<file path="src/hw/rtl/epi_ec_pkg.sv">
// Shared widths, register indexes and defaults for the EPI edge-confidence block.
// Used by the top level and by its port checker; depends on nothing else.
package epi_ec_pkg;

    localparam int PIX_W        = 8;
    localparam int SQ_W         = 2 * PIX_W;
    localparam int SQ_MAX       = 65025;
    localparam int CONF_W       = 20;
    localparam int COL_W        = 10;
    localparam int HALF_W       = 3;
    localparam int OUT_TDATA_W  = 32;
    localparam int CFG_IDX_W    = 2;
    localparam int CFG_DATA_W   = 20;

    localparam int DEF_MAX_COLUMNS = 1024;
    localparam int DEF_MAX_HALF    = 7;

    localparam logic [CONF_W-1:0] THRESHOLD_RST   = CONF_W'(1300);
    localparam logic [HALF_W-1:0] HALF_WINDOW_RST = HALF_W'(2);

    localparam logic [CFG_IDX_W-1:0] CFG_THRESHOLD   = CFG_IDX_W'(0);
    localparam logic [CFG_IDX_W-1:0] CFG_HALF_WINDOW = CFG_IDX_W'(1);

endpackage

</file>
<file path="src/hw/rtl/epi_edge_confidence.sv">
// Edge-confidence stage for one row of an epipolar image, one gray pixel per transfer.
// Depends on epi_ec_pkg for widths, register indexes and defaults.
// A new pixel is taken only in the idle state, after every result that it releases has
// been loaded for output; each result sums a window of at most 2h+1 terms through the one
// squarer (read, square, accumulate); a result waiting at the output stalls the sequencer.
// Reset clears the sequencer, counters and output register; the pixel ring is not reset.
module epi_edge_confidence #(
    parameter int MAX_COLUMNS = epi_ec_pkg::DEF_MAX_COLUMNS,
    parameter int MAX_HALF    = epi_ec_pkg::DEF_MAX_HALF
) (
    input  logic                                   clk,
    input  logic                                   rst_n,
    // Pixel stream. tdata: pixel [7:0]. tlast: row_end.
    input  logic                                   s_axis_tvalid,
    output logic                                   s_axis_tready,
    input  logic [epi_ec_pkg::PIX_W-1:0]           s_axis_tdata,
    input  logic                                   s_axis_tlast,
    // Result stream. tdata: confidence [19:0], column [29:20], zero pad [31:30].
    // tuser: edge_res. tlast: last_of_row.
    output logic                                   m_axis_tvalid,
    input  logic                                   m_axis_tready,
    output logic [epi_ec_pkg::OUT_TDATA_W-1:0]     m_axis_tdata,
    output logic                                   m_axis_tuser,
    output logic                                   m_axis_tlast,
    // Register write channel.
    input  logic                                   cfg_valid,
    output logic                                   cfg_ready,
    input  logic [epi_ec_pkg::CFG_IDX_W-1:0]       cfg_index,
    input  logic [epi_ec_pkg::CFG_DATA_W-1:0]      cfg_data
);

    // The ring keeps the last 2*MAX_HALF+1 pixels; a slot is the column modulo its depth,
    // tracked incrementally so that no modulo is ever formed.
    localparam int RING_DEPTH = 2 * MAX_HALF + 1;
    localparam int SLOT_W     = (RING_DEPTH > 1) ? $clog2(RING_DEPTH) : 1;
    localparam int CNT_W      = $clog2(RING_DEPTH + 1);
    localparam int CW         = (MAX_COLUMNS > 1) ? $clog2(MAX_COLUMNS) : 1;
    localparam int EW         = $clog2(MAX_COLUMNS + 2 * MAX_HALF + 1) + 1;
    localparam int ACC_W      = $clog2(RING_DEPTH * epi_ec_pkg::SQ_MAX + 1);

    typedef enum logic [1:0] {
        ST_IDLE,
        ST_CHECK,
        ST_RUN,
        ST_EMIT
    } state_t;

    state_t                            state_reg, state_next;
    logic [epi_ec_pkg::CONF_W-1:0]     threshold_reg, threshold_next;
    logic [epi_ec_pkg::HALF_W-1:0]     half_window_reg, half_window_next;
    logic [CW-1:0]                     pixel_count_reg, pixel_count_next;
    logic [SLOT_W-1:0]                 wr_slot_reg, wr_slot_next;
    logic [CW-1:0]                     next_center_reg, next_center_next;
    logic [SLOT_W-1:0]                 center_slot_reg, center_slot_next;
    logic [CW-1:0]                     p_reg, p_next;
    logic                              at_end_reg, at_end_next;
    logic [EW-1:0]                     h_reg, h_next;
    logic [CNT_W-1:0]                  n_reg, n_next;
    logic [SLOT_W-1:0]                 rd_slot_reg, rd_slot_next;
    logic [CNT_W-1:0]                  terms_reg, terms_next;
    logic                              cen_vld_reg, cen_vld_next;
    logic                              rd_vld_reg, rd_vld_next;
    logic                              prod_vld_reg, prod_vld_next;
    logic [epi_ec_pkg::PIX_W-1:0]      center_reg, center_next;
    logic [epi_ec_pkg::SQ_W-1:0]       prod_reg, prod_next;
    logic [ACC_W-1:0]                  acc_reg, acc_next;
    logic                              m_valid_reg, m_valid_next;
    logic [epi_ec_pkg::CONF_W-1:0]     m_conf_reg, m_conf_next;
    logic [epi_ec_pkg::COL_W-1:0]      m_col_reg, m_col_next;
    logic                              m_edge_reg, m_edge_next;
    logic                              m_last_reg, m_last_next;

    // Pixel ring: one write port, one registered read port.
    logic [epi_ec_pkg::PIX_W-1:0]      ring_mem [RING_DEPTH];
    logic [epi_ec_pkg::PIX_W-1:0]      rd_data_reg;
    logic [SLOT_W-1:0]                 rd_addr;
    logic                              ring_we;

    // Window bounds for the pending centre, worked out in the check state.
    logic [EW-1:0]                     c_ext, p_ext, s_a, e_a, s_b, e_b, shift, offset;
    logic                              left, overshoot, go;
    logic [SLOT_W:0]                   cs_ext, off_s;
    logic [SLOT_W-1:0]                 start_slot;
    logic [epi_ec_pkg::PIX_W-1:0]      abs_diff;
    logic                              issue, in_xfer, out_load;
    logic [epi_ec_pkg::CONF_W-1:0]     conf_val;

    function automatic logic [SLOT_W-1:0] slot_inc(input logic [SLOT_W-1:0] s);
        slot_inc = (s == SLOT_W'(RING_DEPTH - 1)) ? '0 : s + 1'b1;
    endfunction

    assign s_axis_tready = (state_reg == ST_IDLE);
    assign in_xfer       = s_axis_tvalid && s_axis_tready;
    assign cfg_ready     = 1'b1;
    assign ring_we       = in_xfer;
    assign rd_addr       = (state_reg == ST_RUN) ? rd_slot_reg : center_slot_reg;

    always_ff @(posedge clk)
    begin
        if (ring_we)
        begin
            ring_mem[wr_slot_reg] <= s_axis_tdata;
        end
        rd_data_reg <= ring_mem[rd_addr];
    end

    // Window placement: shifted right at the left edge, shifted left (and clamped to the
    // row start) at the row end, and trimmed to the last pixel received otherwise.
    always_comb
    begin
        c_ext     = EW'(next_center_reg);
        p_ext     = EW'(p_reg);
        left      = c_ext < h_reg;
        s_a       = left ? '0 : c_ext - h_reg;
        e_a       = left ? (h_reg << 1) : c_ext + h_reg;
        overshoot = e_a > p_ext;
        shift     = e_a - p_ext;
        if (at_end_reg && overshoot)
        begin
            s_b = (s_a >= shift) ? s_a - shift : '0;
            e_b = p_ext;
        end
        else
        begin
            s_b = s_a;
            e_b = overshoot ? p_ext : e_a;
        end
        go     = (c_ext <= p_ext) && (n_reg < CNT_W'(RING_DEPTH))
                 && (at_end_reg || !overshoot);
        offset = c_ext - s_b;
        cs_ext = {1'b0, center_slot_reg};
        off_s  = (SLOT_W + 1)'(offset);
        if (cs_ext >= off_s)
        begin
            start_slot = SLOT_W'(cs_ext - off_s);
        end
        else
        begin
            start_slot = SLOT_W'(cs_ext + (SLOT_W + 1)'(RING_DEPTH) - off_s);
        end
    end

    assign abs_diff = (rd_data_reg >= center_reg) ? rd_data_reg - center_reg
                                                  : center_reg - rd_data_reg;
    assign issue    = (terms_reg != '0);
    assign out_load = (state_reg == ST_EMIT) && (!m_valid_reg || m_axis_tready);
    assign conf_val = epi_ec_pkg::CONF_W'(acc_reg);

    always_comb
    begin
        state_next       = state_reg;
        threshold_next   = threshold_reg;
        half_window_next = half_window_reg;
        pixel_count_next = pixel_count_reg;
        wr_slot_next     = wr_slot_reg;
        next_center_next = next_center_reg;
        center_slot_next = center_slot_reg;
        p_next           = p_reg;
        at_end_next      = at_end_reg;
        h_next           = h_reg;
        n_next           = n_reg;
        rd_slot_next     = rd_slot_reg;
        terms_next       = terms_reg;
        cen_vld_next     = 1'b0;
        rd_vld_next      = 1'b0;
        prod_vld_next    = 1'b0;
        center_next      = center_reg;
        prod_next        = prod_reg;
        acc_next         = acc_reg;
        m_valid_next     = m_valid_reg && !m_axis_tready;
        m_conf_next      = m_conf_reg;
        m_col_next       = m_col_reg;
        m_edge_next      = m_edge_reg;
        m_last_next      = m_last_reg;

        if (cfg_valid && cfg_ready)
        begin
            unique case (cfg_index)
                epi_ec_pkg::CFG_THRESHOLD:
                begin
                    threshold_next = cfg_data[epi_ec_pkg::CONF_W-1:0];
                end
                epi_ec_pkg::CFG_HALF_WINDOW:
                begin
                    half_window_next = cfg_data[epi_ec_pkg::HALF_W-1:0];
                end
                default:
                begin
                end
            endcase
        end

        unique case (state_reg)
            ST_IDLE:
            begin
                if (in_xfer)
                begin
                    p_next      = pixel_count_reg;
                    at_end_next = s_axis_tlast
                                  || (pixel_count_reg >= CW'(MAX_COLUMNS - 1));
                    h_next      = (int'(half_window_reg) > MAX_HALF)
                                  ? EW'(MAX_HALF) : EW'(half_window_reg);
                    n_next      = '0;
                    state_next  = ST_CHECK;
                end
            end
            ST_CHECK:
            begin
                if (go)
                begin
                    // The centre pixel is being read this cycle.
                    rd_slot_next = start_slot;
                    terms_next   = CNT_W'(e_b - s_b + 1'b1);
                    cen_vld_next = 1'b1;
                    acc_next     = '0;
                    state_next   = ST_RUN;
                end
                else
                begin
                    if (at_end_reg)
                    begin
                        pixel_count_next = '0;
                        wr_slot_next     = '0;
                        next_center_next = '0;
                        center_slot_next = '0;
                    end
                    else
                    begin
                        pixel_count_next = pixel_count_reg + 1'b1;
                        wr_slot_next     = slot_inc(wr_slot_reg);
                    end
                    state_next = ST_IDLE;
                end
            end
            ST_RUN:
            begin
                // Read, square, accumulate: one term enters each cycle.
                if (cen_vld_reg)
                begin
                    center_next = rd_data_reg;
                end
                if (issue)
                begin
                    terms_next   = terms_reg - 1'b1;
                    rd_slot_next = slot_inc(rd_slot_reg);
                end
                rd_vld_next = issue;
                if (rd_vld_reg)
                begin
                    prod_next = {{epi_ec_pkg::PIX_W{1'b0}}, abs_diff}
                                * {{epi_ec_pkg::PIX_W{1'b0}}, abs_diff};
                end
                prod_vld_next = rd_vld_reg;
                if (prod_vld_reg)
                begin
                    acc_next = acc_reg + ACC_W'(prod_reg);
                end
                if (!issue && !cen_vld_reg && !rd_vld_reg && !prod_vld_reg)
                begin
                    state_next = ST_EMIT;
                end
            end
            ST_EMIT:
            begin
                if (out_load)
                begin
                    m_valid_next     = 1'b1;
                    m_conf_next      = conf_val;
                    m_edge_next      = (conf_val >= threshold_reg);
                    m_col_next       = epi_ec_pkg::COL_W'(next_center_reg);
                    m_last_next      = at_end_reg && (next_center_reg == p_reg);
                    next_center_next = next_center_reg + 1'b1;
                    center_slot_next = slot_inc(center_slot_reg);
                    n_next           = n_reg + 1'b1;
                    state_next       = ST_CHECK;
                end
            end
            default:
            begin
                state_next = ST_IDLE;
            end
        endcase
    end

    always_ff @(posedge clk or negedge rst_n)
    begin
        if (!rst_n)
        begin
            state_reg       <= ST_IDLE;
            threshold_reg   <= epi_ec_pkg::THRESHOLD_RST;
            half_window_reg <= epi_ec_pkg::HALF_WINDOW_RST;
            pixel_count_reg <= '0;
            wr_slot_reg     <= '0;
            next_center_reg <= '0;
            center_slot_reg <= '0;
            p_reg           <= '0;
            at_end_reg      <= 1'b0;
            h_reg           <= '0;
            n_reg           <= '0;
            rd_slot_reg     <= '0;
            terms_reg       <= '0;
            cen_vld_reg     <= 1'b0;
            rd_vld_reg      <= 1'b0;
            prod_vld_reg    <= 1'b0;
            center_reg      <= '0;
            prod_reg        <= '0;
            acc_reg         <= '0;
            m_valid_reg     <= 1'b0;
            m_conf_reg      <= '0;
            m_col_reg       <= '0;
            m_edge_reg      <= 1'b0;
            m_last_reg      <= 1'b0;
        end
        else
        begin
            state_reg       <= state_next;
            threshold_reg   <= threshold_next;
            half_window_reg <= half_window_next;
            pixel_count_reg <= pixel_count_next;
            wr_slot_reg     <= wr_slot_next;
            next_center_reg <= next_center_next;
            center_slot_reg <= center_slot_next;
            p_reg           <= p_next;
            at_end_reg      <= at_end_next;
            h_reg           <= h_next;
            n_reg           <= n_next;
            rd_slot_reg     <= rd_slot_next;
            terms_reg       <= terms_next;
            cen_vld_reg     <= cen_vld_next;
            rd_vld_reg      <= rd_vld_next;
            prod_vld_reg    <= prod_vld_next;
            center_reg      <= center_next;
            prod_reg        <= prod_next;
            acc_reg         <= acc_next;
            m_valid_reg     <= m_valid_next;
            m_conf_reg      <= m_conf_next;
            m_col_reg       <= m_col_next;
            m_edge_reg      <= m_edge_next;
            m_last_reg      <= m_last_next;
        end
    end

    assign m_axis_tvalid = m_valid_reg;
    assign m_axis_tdata  = {{(epi_ec_pkg::OUT_TDATA_W - epi_ec_pkg::CONF_W
                             - epi_ec_pkg::COL_W){1'b0}}, m_col_reg, m_conf_reg};
    assign m_axis_tuser  = m_edge_reg;
    assign m_axis_tlast  = m_last_reg;

endmodule

</file>
<file path="config.mk">
export PLATFORM = sky130hd
export DESIGN_NAME = epi_edge_confidence
export DESIGN_NICKNAME = d
export VERILOG_FILES = /design/src/hw/rtl/epi_ec_pkg.sv /design/src/hw/rtl/epi_edge_confidence.sv
export SDC_FILE = /design/constraint.sdc
export NUM_CORES = 1
export LEC_CHECK = 0
export ABC_AREA = 0
export BUFFER_PORTS_ARGS = -buffer_cell sky130_fd_sc_hd__clkbuf_2
export CAP_MARGIN = 20
export CORE_ASPECT_RATIO = 1.5
export CORE_MARGIN = 4
export CORE_UTILIZATION = 40
export DETAILED_ROUTE_END_ITERATION = 6
export REMOVE_ABC_BUFFERS = 1
export SYNTH_ARGS = -nofsm -noshare
export SYNTH_HDL_FRONTEND = slang
export SYNTH_SLANG_ARGS = --single-unit
</file>
<file path="constraint.sdc">
create_clock -name clk -period 12.7 [get_ports clk]
set_clock_uncertainty 0.05 [all_clocks]
set_input_delay 1.27 -clock clk [delete_from_list [all_inputs] [get_ports clk]]
set_output_delay 1.27 -clock clk [all_outputs]
set_load 0.005 [all_outputs]
</file>
==> impl_metrics.csv, run 1 <==
group,metric,value,unit
timing,setup-violations-final,0,
cells_and_area,drive_gt1_share,14.4,%
clock_tree,cts_sinks,286,
clock_tree,path_clk_slew,0.07,ns
global_routing,grt_use_total,16.9,%
critical_path,cp.arrival,9.04,ns
cells_and_area,largest_reg_flops,120,
floorplanning,core.rowCount,93,
clock_tree,cts_hold_buf,0,
synth,ys_async_sr_fraction,55.2,%
floorplanning,die-area,47000,um2
floorplanning,coreArea,42900,um2
timing,finalMaxSlewViolations,0,
synth,ys_warn_count,0,
critical_path,crit_type,"reg2reg",
hold_path,worstHoldPathCells,2,
timing,post-route-period-util,68.1,%
cells_and_area,multi_input_area,8980,um2
hold_path,min_path_type,"reg2reg",
detailed_routing,drt-vias-per-instance,5.31,
floorplanning,ios,73,
clock_tree,htree_levels,1,
hold_path,min_delay_worst_endpoint,"m_axis_tlast",
critical_path,crit_top_cell,"ha_1",
clock_tree,ctsResizeCount,0,
synth,synth_top_cell_by_area,"dfrtp_1",
critical_path,critPathMaxFanout,13,
detailed_routing,met2WireLength,21400,um
synth,synthDistinctLibCells,83,
clock_tree,root_buffer,"clkbuf_16",
cells_and_area,max_flop_register,"ring_mem",
clock_tree,cts_buffers,28,
critical_path,r2r-start,"next_center_reg[2]",
timing,tightest_slew,1.05,ns
place,gp_congestion,0.926,
critical_path,reg2reg_depth,35,
detailed_routing,vias,12200,
synth,synth-main-ff-cell,"dfrtp_1",
critical_path,crit_path_end_kind,"flip-flop",
cells_and_area,syn_to_final_growth,11.2,%
place,io_buffer_count,69,
timing,min_period,8.64,ns
critical_path,critPathRequiredTime,13.10,ns
global_routing,grt.overflow.total,0,
detailed_routing,met3_length,1390,um
critical_path,ff2ff_setup_slack,4.06,ns
critical_path,reg2reg_to,"rd_slot_reg[1]",
global_routing,grt_pass1_vias,12500,
synth,syn_inst,1650,
detailed_routing,top_layer,"met4",
cells_and_area,regArea,7720,um2
floorplanning,start_util,40.5,%
cells_and_area,final_util,45.1,%
clock_tree,cts_setup_buffers,0,
timing,max-slew-margin-rel,29.8,%
critical_path,cpPeakStageDelay,0.58,ns
detailed_routing,drc,0,
synth,seq_area_frac_synth,44.4,%
timing,hold_violations,0,
critical_path,cp_slowest_cell,"or4_1",
floorplanning,die_w,178,um
detailed_routing,first_pass_iters,5,
cells_and_area,n_antenna_cell,0,
global_routing,grt_pass1_wl,64400,um
timing,setup_tns,0,ns
detailed_routing,drtIter0Drc,716,
synth,synthesis.area,17400,um2
synth,postSynthAreaPerCell,10.6,um2
synth,synth_seq_cells,286,
critical_path,startpoint_type,"flip-flop",
cells_and_area,fin_nets,1915,
clock_tree,cts_tree,"built",
global_routing,antenna_found_initial,0,
detailed_routing,post_drt_wl_per_cell,17.3,um
synth,synth_edf_count,120,
detailed_routing,ant_nets,0,
detailed_routing,finalWirelength,39600,um
synth,synth_top_area_share,22.0,%
clock_tree,clock_latency,0.57,ns
detailed_routing,met1Wirelength,15200,um
floorplanning,die_y,264,um
outcome,status,"complete, no violations",
hold_path,hold_start,"m_axis_tlast",
clock_tree,cts.path.max_buffers,3,
timing,fmax,0.116,GHz
run,maxCapViolations,0,
cells_and_area,nFillCells,4001,
synth,netlist_top_cells_area,"dfrtp_1, edfxtp_1, ha_1, fa_1, nand2_1",
global_routing,grt_max_degree,91,
place,dp_hpwl,29600,um
timing,rsz0062_at_grt,"no",
## kinds of logic after synthesis
| family | synth area share (%) |
|---|---|
| flip-flops | 44.4 |
| other | 0.0431 |
| XOR/XNOR | 3.76 |
| AND/OR/NAND/NOR | 12.7 |
| buffers and inverters | 4.31 |
| AO/OA/AOI/OAI | 12.8 |
| adder cells (fa/ha/maj) | 14.4 |
| multiplexers | 7.66 |
## cells in the final DEF, fill, tap and decap left out, types with 31 or more instances in the layout
| cell type | synthesis | final |
|---|---|---|
| nand2_1 | 165 | 165 |
| dfrtp_1 | 153 | 153 |
| ha_1 | 145 | 145 |
| inv_1 | 122 | 122 |
| edfxtp_1 | 120 | 120 |
| nor2_1 | 118 | 118 |
| o21ai_0 | 101 | 100 |
| a21oi_1 | 69 | 68 |
| clkbuf_2 | 0 | 68 |
| mux2_2 | 54 | 54 |
| mux2i_1 | 44 | 41 |
| xor2_1 | 35 | 35 |
| fa_1 | 35 | 35 |
| xnor2_1 | 34 | 34 |
| a211oi_1 | 32 | 32 |
| nor3_1 | 33 | 31 |
## routing by layer
| layer | global-route usage, % | vias up |
|---|---|---|
| met5 | 0 | - |
| met4 | 6.50 | 0 |
| met3 | 2.18 | 98 |
| met2 | 32.1 | 214 |
| met1 | 18.6 | 5892 |
| li1 | - | 5965 |
## synthesized netlist by cell type (all sizes together) (16+ instances only)
cell,count
a211oi,32
a21o,27
a21oi,71
a31oi,16
buf,19
clkbuf,48
dfrtp,153
edfxtp,120
fa,35
ha,145
inv,122
mux2,55
mux2i,44
nand2,166
nand2b,16
nand3,24
nand4,16
nor2,120
nor3,33
o21ai,104
o31ai,18
or2,16
xnor2,35
xor2,35
## critical path, delay by kind of cell, from the launching register on
family          cells  cell delay [ns]
compound gates     18             3.57
fa+ha+maj           6             1.90
simple gates        7             1.77
mux                 2             0.55
flops               1             0.50
xor+xnor            1             0.15
buf+inv             1             0.07
## final cells by class
type	count	share of cell area (%)
Clock buffer	34	3.89
Clock inverter	18	1.26
Timing Repair Buffer	85	2.44
Sequential cell	286	39.9
Multi-Input combinational cell	1175	46.4
Inverter	123	2.39
Tap cell	570	3.69
## per-stage QoR
step	setup slack (ns)	cells	hold WS, ns	area, um2
2_1_floorplan	5.19	1584	0.405	17100
3_3_place_gp	4.55	2239	0.401	18400
3_5_place_dp	4.15	2239	0.407	18400
4_1_cts	4.11	2291	0.418	19400
5_1_grt	3.19	2291	0.444	19400
6_report	4.06	2291	0.419	19400
## worst max-delay path by stage
stage,from,to,slack [ns],depth (start not counted)
final,next_center_reg[2],rd_slot_reg[1],4.06,35
after detailed placement,next_center_reg[2],rd_slot_reg[1],4.15,35
after CTS,next_center_reg[2],rd_slot_reg[1],4.11,35
after floorplan,next_center_reg[2],rd_slot_reg[1],5.19,35
after global routing,next_center_reg[2],rd_slot_reg[1],3.19,35
after global placement,next_center_reg[2],rd_slot_reg[1],4.55,35
Power of run 1 is left out: the tool's default activity adds up to more than one toggle a clock period on the data nets, which glitch-free logic cannot reach.
==> run 2, diff against run 1 <==
==> constraint.sdc (replaced) <==
create_clock -name clk -period 7.8 [get_ports clk]
set_clock_uncertainty 0.05 [all_clocks]
set_input_delay 0.78 -clock clk [delete_from_list [all_inputs] [get_ports clk]]
set_output_delay 0.78 -clock clk [all_outputs]
set_load 0.005 [all_outputs]
==> impl_metrics.csv, run 2 (synthesized netlist as in run 1, its figures left out) <==
group,metric,value,unit
cells_and_area,final_cell_mix,"nand2_1, dfrtp_1, ha_1, inv_1, edfxtp_1",
timing,post-route-period-util,95.7,%
critical_path,critPathMaxFanout,6,
clock_tree,clock_latency,0.57,ns
detailed_routing,drt-vias-per-instance,5.28,
cells_and_area,largest_reg_flops,120,
place,dp_hpwl,29300,um
floorplanning,core.rowCount,93,
timing,setup-violations-final,0,
floorplanning,ios,73,
detailed_routing,finalWirelength,39700,um
outcome,status,"complete, no violations",
clock_tree,htree_levels,1,
clock_tree,cts_buffers,29,
critical_path,reg2reg_depth,26,
detailed_routing,first_pass_iters,5,
global_routing,grt_use_total,16.7,%
floorplanning,start_util,40.5,%
timing,min_period,7.46,ns
run,maxCapViolations,0,
global_routing,use_met2,32.0,%
cells_and_area,regArea,7720,um2
global_routing,grt.overflow.total,0,
cells_and_area,syn_to_final_growth,12.7,%
timing,worst_slack,0.336,ns
timing,fmax,0.134,GHz
timing,fin_hold_ws,0.251,ns
critical_path,crit_type,"reg2reg",
place,post-place-ws,-0.101,ns
timing,max-slew-margin-rel,29.0,%
detailed_routing,post_drt_wl_per_cell,17.1,um
detailed_routing,drc,0,
hold_path,min_path_type,"in2async",
cells_and_area,final_util,45.7,%
cells_and_area,n_antenna_cell,0,
clock_tree,path_clk_slew,0.06,ns
critical_path,crit_path_end_kind,"flip-flop",
place,io_buffer_count,69,
cells_and_area,final_common_cell,"nand2_1",
global_routing,grt_pass1_wl,64200,um
clock_tree,cts_tree,"built",
floorplanning,die_y,264,um
place,gp_congestion,0.890,
cells_and_area,fin_nets,1940,
timing,finalMaxSlewViolations,0,
detailed_routing,vias,12200,
timing,tightest_slew,1.07,ns
critical_path,cp-startpoint,"rd_data_reg[0]",
critical_path,r2r-start,"rd_data_reg[0]",
floorplanning,die-area,47000,um2
cells_and_area,multi_input_area,9070,um2
critical_path,cp.arrival,7.87,ns
cells_and_area,nFillCells,4042,
critical_path,critPathRequiredTime,8.20,ns
detailed_routing,ant_nets,0,
clock_tree,cts_hold_buf,0,
floorplanning,coreArea,42900,um2
global_routing,grt_use_met3,2.10,%
clock_tree,cts.path.max_buffers,3,
floorplanning,die_w,178,um
global_routing,grt_max_degree,93,
global_routing,antenna_found_initial,0,
global_routing,met1_usage,18.8,%
cells_and_area,drive_gt1_share,16.4,%
timing,hold_violations,0,
critical_path,startpoint_type,"flip-flop",
clock_tree,root_buffer,"clkbuf_16",
global_routing,busiest_layer,"met2",
clock_tree,cts_sinks,286,
detailed_routing,drtIter0Drc,637,
global_routing,grt_pass1_vias,12700,
cells_and_area,max_flop_register,"ring_mem",
## run 2: per-stage QoR
step	setup TNS, ns	cells	instance area, um2
finish	0	2317	19600
CTS	0	2312	19500
detailed placement	-0.101	2258	18500
global placement	0	2258	18500
global route	-0.0224	2317	19600
floorplan	0	1584	17100
## run 2: repair_timing
| action | CTS | global route |
|---|---|---|
| resized for setup | 3 | 19 |
| endpoints found under the setup margin | 4 | 5 |
| pin swaps | 0 | 7 |
| buffers inserted | 0 | 5 |
## run 2: final timing paths
check | endpoint | slack, ns
max | prod_reg[15] | 0.34
min | threshold_reg[18] | 0.25
max reg2reg | prod_reg[15] | 0.34
min reg2reg | m_axis_tlast | 0.42
max in group asynchronous | wr_slot_reg[0] | 6.04
min in group clk | threshold_reg[4] | 0.36
## run 2: cell type report
cell class | instances | share of cell area [%]
Tap cell | 570 | 3.64
Sequential cell | 286 | 39.4
Timing Repair Buffer | 109 | 3.34
Clock buffer | 37 | 4.06
Clock inverter | 17 | 0.995
Multi-Input combinational cell | 1175 | 46.3
Inverter | 123 | 2.35
## run 2: routing by layer
metal / share of wire (%) / up-vias
met5: 0 / -
met4: 3.0 / 0
met3: 3.6 / 76
met2: 54 / 202
met1: 39 / 5943
li1: - / 6004
## run 2: worst max-delay path: stages, from the launching register on
cell and delay (ns):
dfxtp_1 0.32, inv_1 0.07, ha_1 0.17, inv_1 0.06, fa_1 0.39, a21o_1 0.19, a2111o_1 0.46, and3_4 0.22
nor2_4 0.21, mux2_2 0.40, o31ai_2 0.32, nor2_4 0.09, xnor2_4 0.13, nor2_1 0.19, fa_1 0.47, fa_1 0.52
fa_1 0.52, fa_1 0.49, ha_1 0.34, or2_2 0.32, a21oi_1 0.21, o31ai_1 0.12, o21ai_0 0.22, nand2b_1 0.09
a21oi_1 0.18, xnor3_1 0.33, mux2_2 0.26
Power of run 2 is left out for the same reason.
==> run 3, diff against run 2 <==
--- a/config.mk
+++ b/config.mk
@@ -9,7 +9,6 @@
 export BUFFER_PORTS_ARGS = -buffer_cell sky130_fd_sc_hd__clkbuf_2
 export CAP_MARGIN = 20
 export CORE_ASPECT_RATIO = 1.5
-export CORE_MARGIN = 4
 export CORE_UTILIZATION = 40
 export DETAILED_ROUTE_END_ITERATION = 6
 export REMOVE_ABC_BUFFERS = 1
==> impl_metrics.csv, run 3 (synthesized netlist as in run 1, its figures left out) <==
group,metric,value,unit
place,dp_hpwl,29000,um
timing,setup_tns,0,ns
critical_path,r2r-start,"center_reg[0]",
detailed_routing,drtIter0Drc,500,
place,gp_congestion,0.900,
critical_path,crit_top_cell,"fa_1",
cells_and_area,n_antenna_cell,0,
global_routing,grt_use_total,18.2,%
timing,setup-violations-final,0,
critical_path,cp-endpoint,"prod_reg[15]",
detailed_routing,ant_nets,0,
clock_tree,root_buffer,"clkbuf_16",
critical_path,crit_type,"reg2reg",
floorplanning,die-area,44400,um2
critical_path,startpoint_type,"flip-flop",
critical_path,reg2reg_to,"prod_reg[15]",
clock_tree,cts_tree,"built",
critical_path,cp.arrival,7.81,ns
cells_and_area,fin_nets,1937,
floorplanning,die_w,172,um
critical_path,ff2ff_setup_slack,0.39,ns
detailed_routing,drc,0,
global_routing,grt_max_degree,109,
global_routing,grt_pass1_wl,63700,um
hold_path,min_path_type,"in2async",
floorplanning,start_util,40.5,%
critical_path,critPathRequiredTime,8.19,ns
detailed_routing,vias,12200,
floorplanning,coreArea,42900,um2
timing,max-slew-margin-rel,30.4,%
cells_and_area,syn_to_final_growth,12.5,%
clock_tree,path_clk_slew,0.06,ns
cells_and_area,final_common_cell,"nand2_1",
timing,tightest_slew,1.04,ns
critical_path,cpPeakStageDelay,0.52,ns
critical_path,crit_path_end_kind,"flip-flop",
critical_path,critPathMaxFanout,6,
critical_path,cp_slowest_cell,"fa_1",
timing,finalMaxSlewViolations,0,
timing,worst_slack,0.385,ns
floorplanning,ios,73,
clock_tree,cts_buffers,28,
clock_tree,cts_hold_buf,0,
clock_tree,clock_latency,0.56,ns
place,io_buffer_count,69,
timing,post-route-period-util,95.1,%
detailed_routing,post_drt_wl_per_cell,16.9,um
critical_path,reg2reg_depth,25,
cells_and_area,max_flop_register,"ring_mem",
floorplanning,die_y,258,um
global_routing,grt_pass1_vias,12500,
place,post-place-ws,-0.112,ns
floorplanning,core.rowCount,93,
timing,fmax,0.135,GHz
detailed_routing,finalWirelength,39100,um
cells_and_area,final_util,45.6,%
timing,fin_hold_ws,0.0976,ns
outcome,status,"complete, no violations",
timing,min_period,7.41,ns
global_routing,grt.overflow.total,0,
cells_and_area,final_cell_mix,"nand2_1, dfrtp_1, ha_1, inv_1, edfxtp_1",
cells_and_area,largest_reg_flops,120,
run,maxCapViolations,0,
critical_path,cp-startpoint,"center_reg[0]",
timing,hold_violations,0,
cells_and_area,drive_gt1_share,16.1,%
clock_tree,htree_levels,1,
detailed_routing,drt-vias-per-instance,5.28,
clock_tree,cts.path.max_buffers,3,
clock_tree,cts_sinks,286,
detailed_routing,first_pass_iters,5,
global_routing,antenna_found_initial,0,
[run 3: cell types whose count changed in the layout (fill, tap and decap cells not counted), moves of 2 or more]
| cell | change |
|---|---|
| buf_4 | -2 |
| nor3_1 | +2 |
| nor3_2 | -2 |
| clkinv_1 | -2 |
[run 3: worst max-delay path, delay by kind of cell, from the launching register on]
kind                       cells  cell delay [ns]
AOI/OAI and AO/OA              7             1.68
xor gates and xnor gates       2             0.49
adders and majority gates      7             2.89
buffers and inverters          1             0.05
DFF                            1             0.36
muxes                          2             0.66
and+or+nand+nor                6             1.12
[run 3: how the worst min path moves through the flow]
stage | start | cells after the start | endpoint | slack, ns
2_1_floorplan | prod_reg[7] | 2 | prod_reg[7] | 0.41
3_3_place_gp | m_axis_tlast | 2 | m_axis_tlast | 0.40
3_5_place_dp | m_axis_tlast | 2 | m_axis_tlast | 0.41
4_1_cts | cfg_data[10] | 3 | threshold_reg[10] | 0.35
5_1_grt | rst_n | 1 | m_conf_reg[16] | 0.11
6_report | rst_n | 1 | m_conf_reg[16] | 0.1
[run 3: layer usage]
layer / vias up / routed length, um / GRT usage [%]
met1: 5940 / 15500 / 20.3
met5: - / 0 / 0
met2: 206 / 21200 / 34.7
li1: 5998 / - / -
met3: 73 / 1210 / 2.21
met4: 0 / 1280 / 6.56
[run 3: repair_timing]
item,4_1_cts,5_1_grt
setup buffers,0,3
gates resized for setup,2,18
endpoints found under the setup margin,3,5
pin swaps,0,6
[run 3: per-stage QoR]
| step | instance area [um2] | instances |
|---|---|---|
| after CTS | 19500 | 2308 |
| after floorplan | 17100 | 1584 |
| after global routing | 19600 | 2312 |
| after detailed placement | 18500 | 2257 |
| final | 19600 | 2312 |
| after global placement | 18500 | 2257 |
[run 3: layout make-up]
cell class              count  area, um2
fillers                  4022      23400
multi-input cells        1175       9060
flip-flops and latches    286       7720
clock buffers              36        761
well taps                 570        713
repair buffers            107        657
inverters                 123        462
clock inverters            15        199
Power of run 3 is left out for the same reason.
